**src/hdl/tabx_pkg.sv**
```systemverilog
// Package for the tab expander: field widths, character codes, register reset
// values, controller state type and the controller/datapath command structs.
// No dependencies.
`default_nettype none

package tabx_pkg;

    localparam int CHAR_W           = 8;
    localparam int WID_W            = 6;
    localparam int SLOT_W           = 3;
    localparam int CFG_IDX_W        = 4;
    localparam int DEF_WIDTH_SLOTS  = 8;
    localparam int DEF_COLUMN_LIMIT = 1023;

    localparam logic [CHAR_W-1:0] TAB_CHAR     = 8'd9;
    localparam logic [CHAR_W-1:0] BLANK_CHAR   = 8'd32;
    localparam logic [WID_W-1:0]  WIDTH0_RESET = 6'd4;

    typedef enum logic [1:0] {
        ST_IDLE,
        ST_DIV,
        ST_EMIT
    } ctrl_state_t;

    // Controller to datapath
    typedef struct packed {
        logic load;         // take the input beat
        logic start_count;  // set the blank count from the remainder
        logic emit;         // write one beat to the output register
    } tabx_cmd_t;

    // Datapath to controller
    typedef struct packed {
        logic in_tab;       // input beat carries a tab
        logic rem_done;     // remainder unit finished
        logic out_free;     // output register can take a beat
        logic last_beat;    // the beat to emit is the final one of the item
    } tabx_sts_t;

endpackage

`default_nettype wire

```
**src/hdl/tabx_rem.sv**
```systemverilog
// Bit-serial restoring remainder unit: column modulo tab width, one dividend
// bit per cycle. Depends on tabx_pkg.
`default_nettype none

module tabx_rem
    import tabx_pkg::*;
#(
    parameter int DIVIDEND_W = 10
)
(
    input  wire logic                  clk,
    input  wire logic                  rst_n,
    input  wire logic                  start,
    input  wire logic [DIVIDEND_W-1:0] dividend,
    input  wire logic [WID_W-1:0]      divisor,
    output logic                       done,
    output logic [WID_W-1:0]           remainder
);

    localparam int STEP_W = $clog2(DIVIDEND_W);

    logic                  busy_reg, busy_next;
    logic [STEP_W-1:0]     step_reg, step_next;
    logic [WID_W-1:0]      rem_reg, rem_next;
    logic [DIVIDEND_W-1:0] quo_reg, quo_next;
    logic [WID_W:0]        partial;
    logic [WID_W:0]        diff;

    // Shift in the next dividend bit and subtract when it fits
    always_comb
    begin
        partial   = {rem_reg, quo_reg[DIVIDEND_W-1]};
        diff      = partial - {1'b0, divisor};
        busy_next = busy_reg;
        step_next = step_reg;
        rem_next  = rem_reg;
        quo_next  = quo_reg;
        if (start)
        begin
            busy_next = 1'b1;
            step_next = STEP_W'(DIVIDEND_W - 1);
            rem_next  = '0;
            quo_next  = dividend;
        end
        else if (busy_reg)
        begin
            rem_next  = (partial >= {1'b0, divisor}) ? diff[WID_W-1:0] : partial[WID_W-1:0];
            quo_next  = {quo_reg[DIVIDEND_W-2:0], 1'b0};
            step_next = step_reg - 1'b1;
            if (step_reg == '0)
            begin
                busy_next = 1'b0;
            end
        end
    end

    always_ff @(posedge clk or negedge rst_n)
    begin
        if (!rst_n)
        begin
            busy_reg <= 1'b0;
        end
        else
        begin
            busy_reg <= busy_next;
        end
    end

    always_ff @(posedge clk)
    begin
        step_reg <= step_next;
        rem_reg  <= rem_next;
        quo_reg  <= quo_next;
    end

    assign done      = !busy_reg;
    assign remainder = rem_reg;

endmodule

`default_nettype wire

```
**src/hdl/tabx_dpath.sv**
```systemverilog
// Datapath of the tab expander: width registers, column and slot state,
// blank counter, remainder unit and output register. Depends on tabx_pkg, tabx_rem.
`default_nettype none

module tabx_dpath
    import tabx_pkg::*;
#(
    parameter int WIDTH_SLOTS  = DEF_WIDTH_SLOTS,
    parameter int COLUMN_LIMIT = DEF_COLUMN_LIMIT
)
(
    input  wire logic                 clk,
    input  wire logic                 rst_n,
    input  wire tabx_cmd_t            cmd,
    output tabx_sts_t                 sts,
    input  wire logic [CHAR_W-1:0]    in_char,
    input  wire logic                 in_line_end,
    input  wire logic                 cfg_valid,
    input  wire logic [CFG_IDX_W-1:0] cfg_index,
    input  wire logic [WID_W-1:0]     cfg_data,
    output logic                      out_valid,
    input  wire logic                 out_ready,
    output logic [CHAR_W-1:0]         out_char,
    output logic                      out_run_last,
    output logic                      out_line_last
);

    localparam int COL_W = $clog2(COLUMN_LIMIT + 1);

    logic [WID_W-1:0]  width_reg [WIDTH_SLOTS];
    logic [COL_W-1:0]  column_reg, column_next;
    logic [SLOT_W-1:0] width_slot_reg, width_slot_next;
    logic [CHAR_W-1:0] char_reg;
    logic              eol_reg;
    logic              tab_reg;
    logic [WID_W-1:0]  w_reg;
    logic [WID_W-1:0]  cnt_reg, cnt_next;
    logic              m_valid_reg, m_valid_next;
    logic [CHAR_W-1:0] out_char_reg;
    logic              out_run_reg;
    logic              out_line_reg;

    logic [WID_W-1:0]  w_slot;
    logic [WID_W-1:0]  w_eff;
    logic [SLOT_W-1:0] slot_eff;
    logic [SLOT_W:0]   slot_inc;
    logic [SLOT_W-1:0] slot_after;
    logic              rem_done;
    logic [WID_W-1:0]  rem;

    // Write the width registers; indexes past the stored slots are dropped
    always_ff @(posedge clk or negedge rst_n)
    begin
        if (!rst_n)
        begin
            for (int i = 0; i < WIDTH_SLOTS; i++)
            begin
                width_reg[i] <= (i == 0) ? WIDTH0_RESET : '0;
            end
        end
        else if (cfg_valid)
        begin
            for (int i = 0; i < WIDTH_SLOTS; i++)
            begin
                if (cfg_index == CFG_IDX_W'(i))
                begin
                    width_reg[i] <= cfg_data;
                end
            end
        end
    end

    // Pick the width for the next tab and the slot that follows it
    always_comb
    begin
        w_slot = '0;
        for (int i = 0; i < WIDTH_SLOTS; i++)
        begin
            if (width_slot_reg == SLOT_W'(i))
            begin
                w_slot = width_reg[i];
            end
        end
        slot_eff = width_slot_reg;
        w_eff    = w_slot;
        if (w_slot == '0)
        begin
            slot_eff = '0;
            w_eff    = (width_reg[0] == '0) ? WID_W'(1) : width_reg[0];
        end
        slot_inc   = {1'b0, slot_eff} + 1'b1;
        slot_after = (slot_inc >= (SLOT_W + 1)'(WIDTH_SLOTS)) ? '0 : slot_inc[SLOT_W-1:0];
    end

    tabx_rem #(
        .DIVIDEND_W (COL_W)
    ) u_rem (
        .clk       (clk),
        .rst_n     (rst_n),
        .start     (cmd.load && sts.in_tab),
        .dividend  (column_reg),
        .divisor   (w_reg),
        .done      (rem_done),
        .remainder (rem)
    );

    // Advance column and slot; close the line after its final beat
    always_comb
    begin
        column_next     = column_reg;
        width_slot_next = width_slot_reg;
        cnt_next        = cnt_reg;
        m_valid_next    = m_valid_reg && !out_ready;
        if (cmd.load)
        begin
            cnt_next = WID_W'(1);
            if (sts.in_tab)
            begin
                width_slot_next = slot_after;
            end
        end
        if (cmd.start_count)
        begin
            cnt_next = w_reg - rem;
        end
        if (cmd.emit)
        begin
            m_valid_next = 1'b1;
            cnt_next     = cnt_reg - 1'b1;
            column_next  = (column_reg < COL_W'(COLUMN_LIMIT)) ? column_reg + 1'b1 :
                           COL_W'(COLUMN_LIMIT);
            if (sts.last_beat && eol_reg)
            begin
                column_next     = '0;
                width_slot_next = '0;
            end
        end
    end

    always_ff @(posedge clk or negedge rst_n)
    begin
        if (!rst_n)
        begin
            column_reg     <= '0;
            width_slot_reg <= '0;
            m_valid_reg    <= 1'b0;
        end
        else
        begin
            column_reg     <= column_next;
            width_slot_reg <= width_slot_next;
            m_valid_reg    <= m_valid_next;
        end
    end

    // Hold the accepted beat and the output payload
    always_ff @(posedge clk)
    begin
        cnt_reg <= cnt_next;
        if (cmd.load)
        begin
            char_reg <= in_char;
            eol_reg  <= in_line_end;
            tab_reg  <= sts.in_tab;
            w_reg    <= w_eff;
        end
        if (cmd.emit)
        begin
            out_char_reg <= tab_reg ? BLANK_CHAR : char_reg;
            out_run_reg  <= sts.last_beat;
            out_line_reg <= sts.last_beat && eol_reg;
        end
    end

    assign sts.in_tab    = (in_char == TAB_CHAR);
    assign sts.rem_done  = rem_done;
    assign sts.out_free  = !m_valid_reg || out_ready;
    assign sts.last_beat = (cnt_reg == WID_W'(1));

    assign out_valid     = m_valid_reg;
    assign out_char      = out_char_reg;
    assign out_run_last  = out_run_reg;
    assign out_line_last = out_line_reg;

    a_emit_free : assert property (@(posedge clk) disable iff (!rst_n)
        cmd.emit |-> sts.out_free)
        else $error("beat emitted into a full output register");

    a_col_limit : assert property (@(posedge clk) disable iff (!rst_n)
        column_reg <= COL_W'(COLUMN_LIMIT))
        else $error("column beyond its limit");

    a_line_close : assert property (@(posedge clk) disable iff (!rst_n)
        cmd.emit && sts.last_beat && eol_reg |=> column_reg == '0 && width_slot_reg == '0)
        else $error("column or slot not cleared at line end");

endmodule

`default_nettype wire

```
**src/hdl/tabx_ctrl.sv**
```systemverilog
// Controller of the tab expander: sequences accept, remainder and emit phases.
// Depends on tabx_pkg.
`default_nettype none

module tabx_ctrl
    import tabx_pkg::*;
(
    input  wire logic      clk,
    input  wire logic      rst_n,
    input  wire logic      in_valid,
    output logic           in_ready,
    input  wire tabx_sts_t sts,
    output tabx_cmd_t      cmd
);

    ctrl_state_t state_reg, state_next;

    always_ff @(posedge clk or negedge rst_n)
    begin
        if (!rst_n)
        begin
            state_reg <= ST_IDLE;
        end
        else
        begin
            state_reg <= state_next;
        end
    end

    // Next state and commands
    always_comb
    begin
        state_next      = state_reg;
        in_ready        = 1'b0;
        cmd.load        = 1'b0;
        cmd.start_count = 1'b0;
        cmd.emit        = 1'b0;
        case (state_reg)
            ST_IDLE:
            begin
                in_ready = 1'b1;
                if (in_valid)
                begin
                    cmd.load   = 1'b1;
                    state_next = sts.in_tab ? ST_DIV : ST_EMIT;
                end
            end
            ST_DIV:
            begin
                if (sts.rem_done)
                begin
                    cmd.start_count = 1'b1;
                    state_next      = ST_EMIT;
                end
            end
            ST_EMIT:
            begin
                if (sts.out_free)
                begin
                    cmd.emit = 1'b1;
                    if (sts.last_beat)
                    begin
                        state_next = ST_IDLE;
                    end
                end
            end
            default:
            begin
                state_next = ST_IDLE;
            end
        endcase
    end

    a_div_wait : assert property (@(posedge clk) disable iff (!rst_n)
        state_reg == ST_DIV && !sts.rem_done |=> state_reg == ST_DIV)
        else $error("left remainder phase early");

endmodule

`default_nettype wire

```
**src/hdl/tab_expander_cyclic_widths.sv**
```systemverilog
// Top level of the tab expander with a cyclic list of tab widths.
// Depends on tabx_pkg, tabx_ctrl, tabx_dpath (which holds tabx_rem).
`default_nettype none

// One character is taken per input beat. A non-tab character comes out
// unchanged; a tab comes out as blanks up to the next multiple of the current
// tab width, taken from width registers 0..WIDTH_SLOTS-1 in turn (a zero width
// or the end of the list wraps to register 0). s_tlast marks the last
// character of a line: after its beats the column and the width slot return
// to zero. The column saturates at COLUMN_LIMIT. A non-tab character is
// accepted, then emitted. A tab is accepted, then the bit-serial remainder
// unit works through the COL_W column bits ($clog2(COLUMN_LIMIT+1), 10 by
// default), then the blanks leave one per cycle at the output register while
// it is free; output stalls hold the emit phase only. The user writes width
// registers through the cfg port only while the block is idle; the block
// itself does not enforce it. cfg_ready is always high.
module tab_expander_cyclic_widths
    import tabx_pkg::*;
#(
    parameter int WIDTH_SLOTS  = DEF_WIDTH_SLOTS,
    parameter int COLUMN_LIMIT = DEF_COLUMN_LIMIT
)
(
    input  wire logic                 clk,
    input  wire logic                 rst_n,
    input  wire logic                 s_tvalid,
    output logic                      s_tready,
    input  wire logic [CHAR_W-1:0]    s_tdata,    // [7:0] char_in
    input  wire logic                 s_tlast,    // line_end
    output logic                      m_tvalid,
    input  wire logic                 m_tready,
    output logic [CHAR_W-1:0]         m_tdata,    // [7:0] char_out
    output logic                      m_tuser,    // [0] run_last
    output logic                      m_tlast,    // line_last
    input  wire logic                 cfg_valid,
    output logic                      cfg_ready,
    input  wire logic [CFG_IDX_W-1:0] cfg_index,
    input  wire logic [WID_W-1:0]     cfg_data
);

    tabx_cmd_t cmd;
    tabx_sts_t sts;

    tabx_ctrl u_ctrl (
        .clk      (clk),
        .rst_n    (rst_n),
        .in_valid (s_tvalid),
        .in_ready (s_tready),
        .sts      (sts),
        .cmd      (cmd)
    );

    tabx_dpath #(
        .WIDTH_SLOTS  (WIDTH_SLOTS),
        .COLUMN_LIMIT (COLUMN_LIMIT)
    ) u_dpath (
        .clk           (clk),
        .rst_n         (rst_n),
        .cmd           (cmd),
        .sts           (sts),
        .in_char       (s_tdata),
        .in_line_end   (s_tlast),
        .cfg_valid     (cfg_valid),
        .cfg_index     (cfg_index),
        .cfg_data      (cfg_data),
        .out_valid     (m_tvalid),
        .out_ready     (m_tready),
        .out_char      (m_tdata),
        .out_run_last  (m_tuser),
        .out_line_last (m_tlast)
    );

    assign cfg_ready = 1'b1;

endmodule

`default_nettype wire

```
**config.mk**
```make
export PLATFORM = sky130hd
export DESIGN_NAME = tab_expander_cyclic_widths
export DESIGN_NICKNAME = d
export VERILOG_FILES = /design/src/hdl/tabx_pkg.sv /design/src/hdl/tabx_rem.sv /design/src/hdl/tabx_dpath.sv /design/src/hdl/tabx_ctrl.sv /design/src/hdl/tab_expander_cyclic_widths.sv
export SDC_FILE = /design/constraint.sdc
export NUM_CORES = 1
export LEC_CHECK = 0
export ABC_CLOCK_PERIOD_IN_PS = 5750
export BUFFER_PORTS_ARGS = -buffer_cell sky130_fd_sc_hd__buf_2
export CAP_MARGIN = 0
export CORE_MARGIN = 5
export CORE_UTILIZATION = 35
export DETAILED_ROUTE_END_ITERATION = 8
export PLACE_DENSITY = 0.6
export SLEW_MARGIN = 20
export SYNTH_ARGS = -nofsm -noshare
export SYNTH_HDL_FRONTEND = slang
export SYNTH_HIERARCHICAL = 1
export SYNTH_SLANG_ARGS = --single-unit
```
**constraint.sdc**
```tcl
create_clock -name clk -period 5.75 [get_ports clk]
set_input_delay 0.575 -clock clk [delete_from_list [all_inputs] [get_ports clk]]
set_output_delay 0.575 -clock clk [all_outputs]
set_load 0.01 [all_outputs]
```
Yosys cells after proc, flatten, opt, wreduce, memory -nomap -nowiden
Cells that the tools add are included.
Widths: inputs -> output; s select.
{"block": "totals", "out_inout_bits": 13, "inputBits": 24, "regBits": 117, "wordCells": 119}
{"block": "op_classes", "eq_ne": 22, "order_cmp": 3, "reduce_logical": 23, "muxes": 41, "n_addsub": 6}
{"operator": "$mux 6", "n": 14}
{"operator": "$mux 10", "n": 4}
{"operator": "$mux 3", "n": 6}
{"operator": "$eq 4x3->1 const B", "n": 4}
{"operator": "$reduce_and 2->1", "n": 8}
{"operator": "$eq 3x3->1 const B", "n": 4}
{"operator": "$logic_not 6->1", "n": 2}
{"operator": "$sub 6x6->6", "n": 2}
{"operator": "$mux 1", "n": 11}
{"operator": "$add 10x1->10 const B", "n": 1}
{"operator": "$lt 10x10->1 const B", "n": 1}
{"operator": "$mux 2", "n": 5}
{"operator": "$eq 4x2->1 const B", "n": 2}
{"operator": "$eq 8x4->1 const B", "n": 1}
{"operator": "$logic_not 4->1", "n": 2}
{"operator": "$ge 7x6->1", "n": 1}
{"operator": "$eq 3x2->1 const B", "n": 2}
{"operator": "$eq 6x1->1 const B", "n": 1}
{"operator": "$ne 2x2->1 const B", "n": 3}
{"operator": "$pmux 2 s3", "n": 1}
{"operator": "$sub 6x1->6 const B", "n": 1}
{"operator": "$add 3x1->4 const B", "n": 1}
{"operator": "$eq 4x1->1 const B", "n": 1}
{"operator": "$ge 4x4->1 const B", "n": 1}
{"operator": "other kinds (13)", "n": 16}

Logic depth before layout (Yosys ltp)
Gate-level depths: netlist (run 1).
{"block": "logic_depth", "word_depth": 18, "depth_mapped": 12, "depth_no_buf": 10}

By module
The synthesis (run 1) kept the hierarchy.
{"mod": "tabx_dpath", "seq_area_each_um2": 2513.7, "area_per_inst_um2": 4650.7, "n_inst": 1, "cells_per_inst": 371}
{"mod": "tabx_rem", "seq_area_each_um2": 525.5, "area_per_inst_um2": 1244.9, "n_inst": 1, "cells_per_inst": 121}
{"mod": "tabx_ctrl", "seq_area_each_um2": 50.0, "area_per_inst_um2": 133.9, "n_inst": 1, "cells_per_inst": 15}
{"mod": "tab_expander_cyclic_widths", "seq_area_each_um2": 0.0, "area_per_inst_um2": 11.3, "n_inst": 1, "cells_per_inst": 2}

Worst setup path after synthesis (run 1)
OpenSTA, ideal clock, no wires.
{"block": "synth_timing", "path_kind": "register to register", "start": "reg u_dpath.width_slot_reg[0]", "end": "reg u_dpath.width_slot_reg[2]", "setup_time_ns": 0.082, "required_ns": 5.668, "path_buffers": 2, "arrival_time_ns": 2.566, "synth_period_minus_slack_ns": 2.648, "path_stages_with_launch": 12, "slack_ns": 3.102, "path_cell_list": "dfrtp_1 -> buf_6 -> buf_8 -> mux4_1 -> mux2i_1 -> o211a_4 -> nand3_4 -> and2_1 -> ha_1 -> a211o_1 -> a31o_2 -> a31oi_1"}
{"block": "synth_between", "elab_chain_cells": 18, "word_cells_on_any_way": 25, "classes_between": "1 x add/sub; 1 x order compare; 7 x eq/ne; 14 x mux; 2 x reduce/logical"}
{"item": "from (decl)", "line_no": "tabx_dpath.sv:32", "rtl": "logic [SLOT_W-1:0] width_slot_reg, width_slot_next;"}
{"item": "from (signal assigned)", "line_no": "tabx_dpath.sv:151", "rtl": "width_slot_reg <= width_slot_next;"}
{"item": "$logic_not 3->1", "line_no": "tabx_dpath.sv:79", "rtl": "if (width_slot_reg == SLOT_W'(i))"}
{"item": "$mux 6 (8 in a row)", "line_no": "tabx_dpath.sv:79"}
{"item": "$logic_not 6->1", "line_no": "tabx_dpath.sv:86", "rtl": "if (w_slot == '0)"}
{"item": "$mux 3 *", "line_no": "tabx_dpath.sv:86"}
{"item": "$add 3x1->4 *", "line_no": "tabx_dpath.sv:91", "rtl": "slot_inc = {1'b0, slot_eff} + 1'b1;"}
{"item": "$ge 4x4->1", "line_no": "tabx_dpath.sv:92", "rtl": "slot_after = (slot_inc >= (SLOT_W + 1)'(WIDTH_SLOTS)) ? '0 : slot_inc[SLOT_W-1:0];"}
{"item": "$mux 3 *", "line_no": "tabx_dpath.sv:92"}
{"item": "$mux 3 *", "line_no": "tabx_dpath.sv:117", "rtl": "if (sts.in_tab)"}
{"item": "$mux 3 *", "line_no": "tabx_dpath.sv:114", "rtl": "if (cmd.load)"}
{"item": "$mux 3", "line_no": "tabx_dpath.sv:132", "rtl": "if (sts.last_beat && eol_reg)"}
{"item": "$mux 3 *", "line_no": "tabx_dpath.sv:126", "rtl": "if (cmd.emit)"}
{"item": "net u_dpath.width_slot_next[2]", "line_no": "tabx_dpath.sv:32"}
Mark *: on every way through the listed nets, which the timed path passes. The rest lies on a longest branch.
A chain may end at the register's enable or synchronous reset.

Final worst setup path (run 1)
Same ends and word-level chain as after synthesis.

==> results of run 1 <==
## layout make-up
cell class | instances | area share [%]
Clock buffer | 23 | 6.98
Sequential cell | 117 | 44.2
Clock inverter | 9 | 1.07
Timing Repair Buffer | 40 | 3.04
Tap cell | 225 | 4.03
Multi-Input combinational cell | 339 | 38.8
Inverter | 35 | 1.88
## layout by cell type, fill, tap and decap left out, drive strengths merged, types with 9 or more instances in the layout
cell type	n
dfxtp	10
o21ai	19
inv	36
nand3	16
nand2b	13
a21oi	28
buf	40
edfxtp	42
nand2	33
mux4	9
mux2	59
nor2	27
nor2b	11
ha	17
clkbuf	23
dfrtp	64
## logic make-up after synthesis
| logic type | share of synthesized area, % |
|---|---|
| buf+inv | 3.94 |
| simple gates | 12.9 |
| flops | 51.1 |
| xor+xnor | 1.74 |
| mux | 15.8 |
| compound gates | 10.2 |
| fa+ha+maj | 4.18 |
| other cells | 0.0621 |
## final timing paths
path | depth (start not counted) | end | slack (ps)
worst max-delay path | 9 | u_dpath/width_slot_reg[2] | 2450
min in group asynchronous | 2 | u_dpath/column_reg[5] | 360
worst min register to register | 1 | u_ctrl/state_reg[0] | 490
worst min-delay path | 1 | u_dpath/eol_reg | 350
max in group asynchronous | 2 | u_dpath/width_reg[21] | 4800
worst max register to register | 9 | u_dpath/width_slot_reg[2] | 2450
## routing by layer
metal	vias up	track usage, %	share of wire, %
li1	1938	-	-
met4	0	5.25	0.68
met3	4	2.76	3.2
met1	2011	16.8	46
met5	-	0	0
met2	78	21.5	50
## power breakdown
group / internal (mW) / switching (mW) / leakage, nW / total, mW
clock: 0.636 / 0.358 / 0.283 / 0.994
sequential: 1.14 / 0.189 / 1.28 / 1.33
combinational: 0.441 / 0.516 / 1.35 / 0.957
## critical path: cells and delay by family, from the launching register on
family / cells / cell delay [ps]
flops: 1 / 930
simple gates: 2 / 310
fa+ha+maj: 1 / 210
compound gates: 4 / 880
mux: 2 / 890
## metrics by stage
step / util, % / cell area (um2) / worst slack, ps / std cells
finish: 40.9 / 6990 / 2450 / 788
detailed placement: 37.6 / 6430 / 2480 / 756
global placement: 37.6 / 6430 / 2590 / 756
CTS: 40.9 / 6990 / 2470 / 788
floorplan: - / 6040 / 3100 / 509
global route: 40.9 / 6990 / 2260 / 788
==> flow_summary.toml, run 1 <==
[run_status]
status = "completed"

[timing]
finClkSkew_ps = 10.6
timing.slew.headroom_pct = 39.5
fmax_ghz = 0.303
setup_viol = 0
worst_pin_slew_ps = 908
tns_ps = 0
post-route-min-period_ps = 3300
whs_ps = 345
fin_crit_sh_pct = 57.5
rsz0062_at_grt = "no"
drv_slew = 0
hold_violations = 0

[route]
drt-initial-drc-count = 254
vias_per_cell = 5.12
wl_um = 12400
wl_per_cell_um = 15.7
postRouteAntennaNets = 0
drc = 0
dr_total_vias = 4031
firstDrtPassIters = 4

[critical_path]
start_kind = "flop"
cp_data_required_time_ps = 6070
crit_type = "reg2reg"
cp_slowest_cell = "dfrtp_1"
cp_max_fo = 24
r2r_start = "u_dpath/width_slot_reg[0]"
cp_slowest_stage_delay_ps = 930
cp.arrival_ps = 3620
critPathCaptureType = "flop"
path_cells = "mux4_1 -> mux2i_1 -> o211a_4 -> nand3_4 -> and2_1 -> ha_1 -> a211o_1 -> a31o_2 -> a31oi_1"
startpoint = "u_dpath/width_slot_reg[0]"

[global_routing]
antenna_found_initial = 0
grt_pass1_wl_um = 20800
grt_overflow_total = 0
grt_max_degree = 66
grt_pass1_vias = 4176
grt_usage_pct = 13.1

[power_and_ir_drop]
power_mw = 3.28
p_leak_nw = 2.92
powerDensity_nw_per_um2 = 469
ir_worst_vdd_v = 0.000219

[synth]
synth_edf_count = 42
postSynthCellCount = 509
yosys_warnings = 6
synthTopCellsByArea = "dfrtp_1 27%, edfxtp_1 21%, mux2_2 11%"
syn-num-nets = 552
synth_seq_cells = 117
synth_top_area_share_pct = 26.5
avgSynthCellArea_um2 = 11.9
synthArstFlopShare_pct = 55.6
yosys.area.top_type = "dfrtp_1"
yosysSeqAreaShare_pct = 51.1
synth_ff_type = "dfrtp_1"
synth.most_common_cell = "dfrtp_1"
syn_area_um2 = 6040
netlist-cell-type-count = 75
synthTopCellsByCount = "64 x dfrtp_1, 59 x mux2_2, 42 x edfxtp_1, 33 x inv_1, 33 x nand2_1"

[cts]
cts-resized-gates = 0
numCtsBuffers = 17
cts_root_buf = "clkbuf_16"
h-tree-depth = 4
cts_tree = "done"
clk_latency_ps = 410
cts.sinks = 117
clock_path_buffers = 2
cts_setup_buffers = 0
clk_pin_slew_worst_paths_ps = 50
cts_hold_buffers = 0

[finish]
area_growth_pct = 15.8
fillers = 1622
antenna_cells = 0
drive_gt1_share_pct = 27.4
nets = 593
multi_input_area_um2 = 2720
seq_area_um2 = 3090
largest_register_ffs = 48

[placed_design]
port_buffers = 35
gp_congestion = 0.818
dp_hpwl_um = 8660

[floorplanning]
start_util_pct = 35.3
rows = 48
die_x_um = 141
core_um2 = 17100
dieArea_um2 = 20000
die_h_um = 141
io_pins = 37

[hold_path]
hold_start = "s_tlast"
hp-class = "in2reg"

[flow_run]
drv_cap = 0
Power figures use the tool's default switching activity.
==> inputs of run 2 (changes only) <==
--- a/config.mk
+++ b/config.mk
@@ -5,13 +5,14 @@
 export SDC_FILE = /design/constraint.sdc
 export NUM_CORES = 1
 export LEC_CHECK = 0
-export ABC_CLOCK_PERIOD_IN_PS = 5750
+export ABC_AREA = 1
+export ABC_CLOCK_PERIOD_IN_PS = 2900
 export BUFFER_PORTS_ARGS = -buffer_cell sky130_fd_sc_hd__buf_2
 export CAP_MARGIN = 0
 export CORE_MARGIN = 5
 export CORE_UTILIZATION = 35
 export DETAILED_ROUTE_END_ITERATION = 8
-export PLACE_DENSITY = 0.6
+export PLACE_DENSITY = 0.62
 export SLEW_MARGIN = 20
 export SYNTH_ARGS = -nofsm -noshare
 export SYNTH_HDL_FRONTEND = slang
==> constraint.sdc (replaced) <==
create_clock -name clk -period 2.9 [get_ports clk]
set_input_delay 0.29 -clock clk [delete_from_list [all_inputs] [get_ports clk]]
set_output_delay 0.29 -clock clk [all_outputs]
set_load 0.01 [all_outputs]
==> run 2 against run 1 <==
  * Hold slack worse by 290 ps
  * Register-to-register slack worse by 2000 ps
  * Clock skew down 6.7 ps
  * Non-clock buffer count up 1
  * Setup slack worse by 2000 ps
  * Largest cell class unchanged
==> flow_summary.toml, run 2 <==
[route]
drt-initial-drc-count = 346
wl_um = 13000
vias_per_cell = 4.78
firstDrtPassIters = 5
dr_total_vias = 4548
drc = 0
postRouteAntennaNets = 0
wl_per_cell_um = 13.7

[synth]
syn_area_um2 = 5910
yosys.area.top_type = "dfrtp_1"
synth_edf_count = 42
synth_seq_cells = 117
syn-num-nets = 720
synthTopCellsByArea = "dfrtp_1 27%, edfxtp_1 21%, nand2_1 11%"
netlist-cell-type-count = 49
synth.most_common_cell = "nand2_1"
yosys_warnings = 6
synthArstFlopShare_pct = 55.6
synth_ff_type = "dfrtp_1"
synth_top_area_share_pct = 27.1
synthTopCellsByCount = "178 x nand2_1, 83 x inv_1, 64 x dfrtp_1, 62 x o21ai_0, 56 x nor2_1"
yosysSeqAreaShare_pct = 52.3
avgSynthCellArea_um2 = 8.72
postSynthCellCount = 677

[power_and_ir_drop]
pwr-share-seq_pct = 38.5
ir_worst_vdd_v = 0.000482
clockPowerShare_pct = 32.8
p_comb_share_pct = 28.7
switchingPower_mw = 2.25
p_leak_nw = 3.22
swShare_pct = 34.1
p_int_mw = 4.33
powerDensity_nw_per_um2 = 948

[flow_run]
drv_cap = 0

[global_routing]
grt_max_degree = 39
antenna_found_initial = 0
grt_usage_pct = 14.1
grt_overflow_total = 0
grt_pass1_vias = 4420
grt_pass1_wl_um = 22100

[cts]
cts.sinks = 117
h-tree-depth = 4
numCtsBuffers = 17
cts_tree = "done"
cts_root_buf = "clkbuf_16"
cts-resized-gates = 0
clock_path_buffers = 2
clk_pin_slew_worst_paths_ps = 50
clk_latency_ps = 410

[floorplanning]
core_um2 = 16600
start_util_pct = 35.6
rows = 47
dieArea_um2 = 19600
die_x_um = 140
io_pins = 37
die_h_um = 140

[timing]
timing.slew.headroom_pct = 44.1
fin_ws_ps = 414
hold_violations = 0
rsz0062_at_grt = "no"
fmax_ghz = 0.402
finClkSkew_ps = 3.83
worst_pin_slew_ps = 832
tns_ps = 0
drv_slew = 0
post-route-min-period_ps = 2490
setup_viol = 0
fin_crit_sh_pct = 85.7

[critical_path]
cp_data_required_time_ps = 3200
start_kind = "flop"
cp_max_fo = 14
critPathCaptureType = "flop"
crit_type = "reg2reg"
cp.arrival_ps = 2790

[finish]
area_growth_pct = 17.5
multi_input_area_um2 = 2380
largest_register_ffs = 48
antenna_cells = 0
seq_area_um2 = 3090
final_common_cell = "nand2_1"
drive_gt1_share_pct = 13.9
final_area_um2 = 6940
nets = 762
final_cell_mix = "178 x nand2_1, 83 x inv_1, 64 x dfrtp_1"
stdcell_count = 952
fillers = 1645

[placed_design]
dp_hpwl_um = 9270
gp_congestion = 0.923
dp.cells = 919
port_buffers = 35
placed_area_um2 = 6310
place_ws_ps = 467

[run_status]
status = "completed"

[hold_path]
hp-class = "in2reg"
## run 2: layer usage
metal	part of all wire (%)	track usage (%)	up-vias
met3	4.4	4.36	23
met1	49	18.9	2112
met2	45	21.2	98
met4	2.3	6.12	0
li1	-	-	2315
met5	0	0	-
## run 2: timing repair
action / 4_1_cts / 5_1_grt
hold buffers: 1 / 0
endpoints found under the hold margin: 27 / 0
setup buffers: 0 / 0
## run 2: worst max-delay path, stage by stage, from the launching register on
cell	delay (ps)
dfrtp_1	670
inv_1	210
nor3_2	370
nand2_1	110
nand4_1	170
nor2_2	60
nand3_2	130
inv_2	70
nor2_1	100
ha_1	170
a21oi_1	40
nand3_1	100
nand2_1	50
nor2_1	90
nor2_1	50
## run 2: final cells by class
class | instances | area share (%)
Clock buffer | 22 | 7.30
Clock inverter | 10 | 1.64
Sequential cell | 117 | 44.5
Inverter | 90 | 4.90
Tap cell | 220 | 3.97
Timing Repair Buffer | 41 | 3.39
Multi-Input combinational cell | 452 | 34.3
## run 2: logic make-up (layout without fill, tap and decap cells)
logic type	Yosys count	in the layout	synth area share, %
AO/OA/AOI/OAI	98	98	9.39
buffers and inverters	108	163	7.48
AND/OR/NAND/NOR	322	322	24.7
XOR/XNOR	12	12	1.78
adder cells (fa/ha/maj)	19	19	4.28
flip-flops	117	117	52.3
other	1	1	0.0635
## run 2: final timing paths
kind,startpoint,cells past startpoint,slack (ps),to
max in group asynchronous,rst_n,3,1700,u_dpath/width_reg[44]
worst max register to register,u_dpath/width_slot_reg[1],14,410,u_dpath/width_slot_reg[2]
min in group asynchronous,rst_n,2,470,u_dpath/width_reg[39]
worst min-delay path,s_tlast,1,60,u_dpath/eol_reg
worst max-delay path,u_dpath/width_slot_reg[1],14,410,u_dpath/width_slot_reg[2]
worst min register to register,u_dpath/u_rem/step_reg[3],1,470,u_dpath/u_rem/step_reg[3]
## run 2: metrics by stage
stage / power (mW) / util, % / hold WS, ps
floorplan: 3.94 / - / -5.59
global placement: 4.41 / 38.0 / 392
detailed placement: 4.44 / 38.0 / 403
CTS: 6.64 / 41.9 / 42.3
global route: 7.08 / 41.9 / 36.3
finish: 6.58 / 41.9 / 58.4
## run 2: power by group through the flow
stage,Combinational (mW),Sequential (mW),Clock [mW]
2_1_floorplan,1.49,2.45,0
3_3_place_gp,1.85,2.55,0
3_5_place_dp,1.89,2.56,0
4_1_cts,1.91,2.53,2.20
5_1_grt,2.20,2.59,2.29
6_report,1.89,2.53,2.16
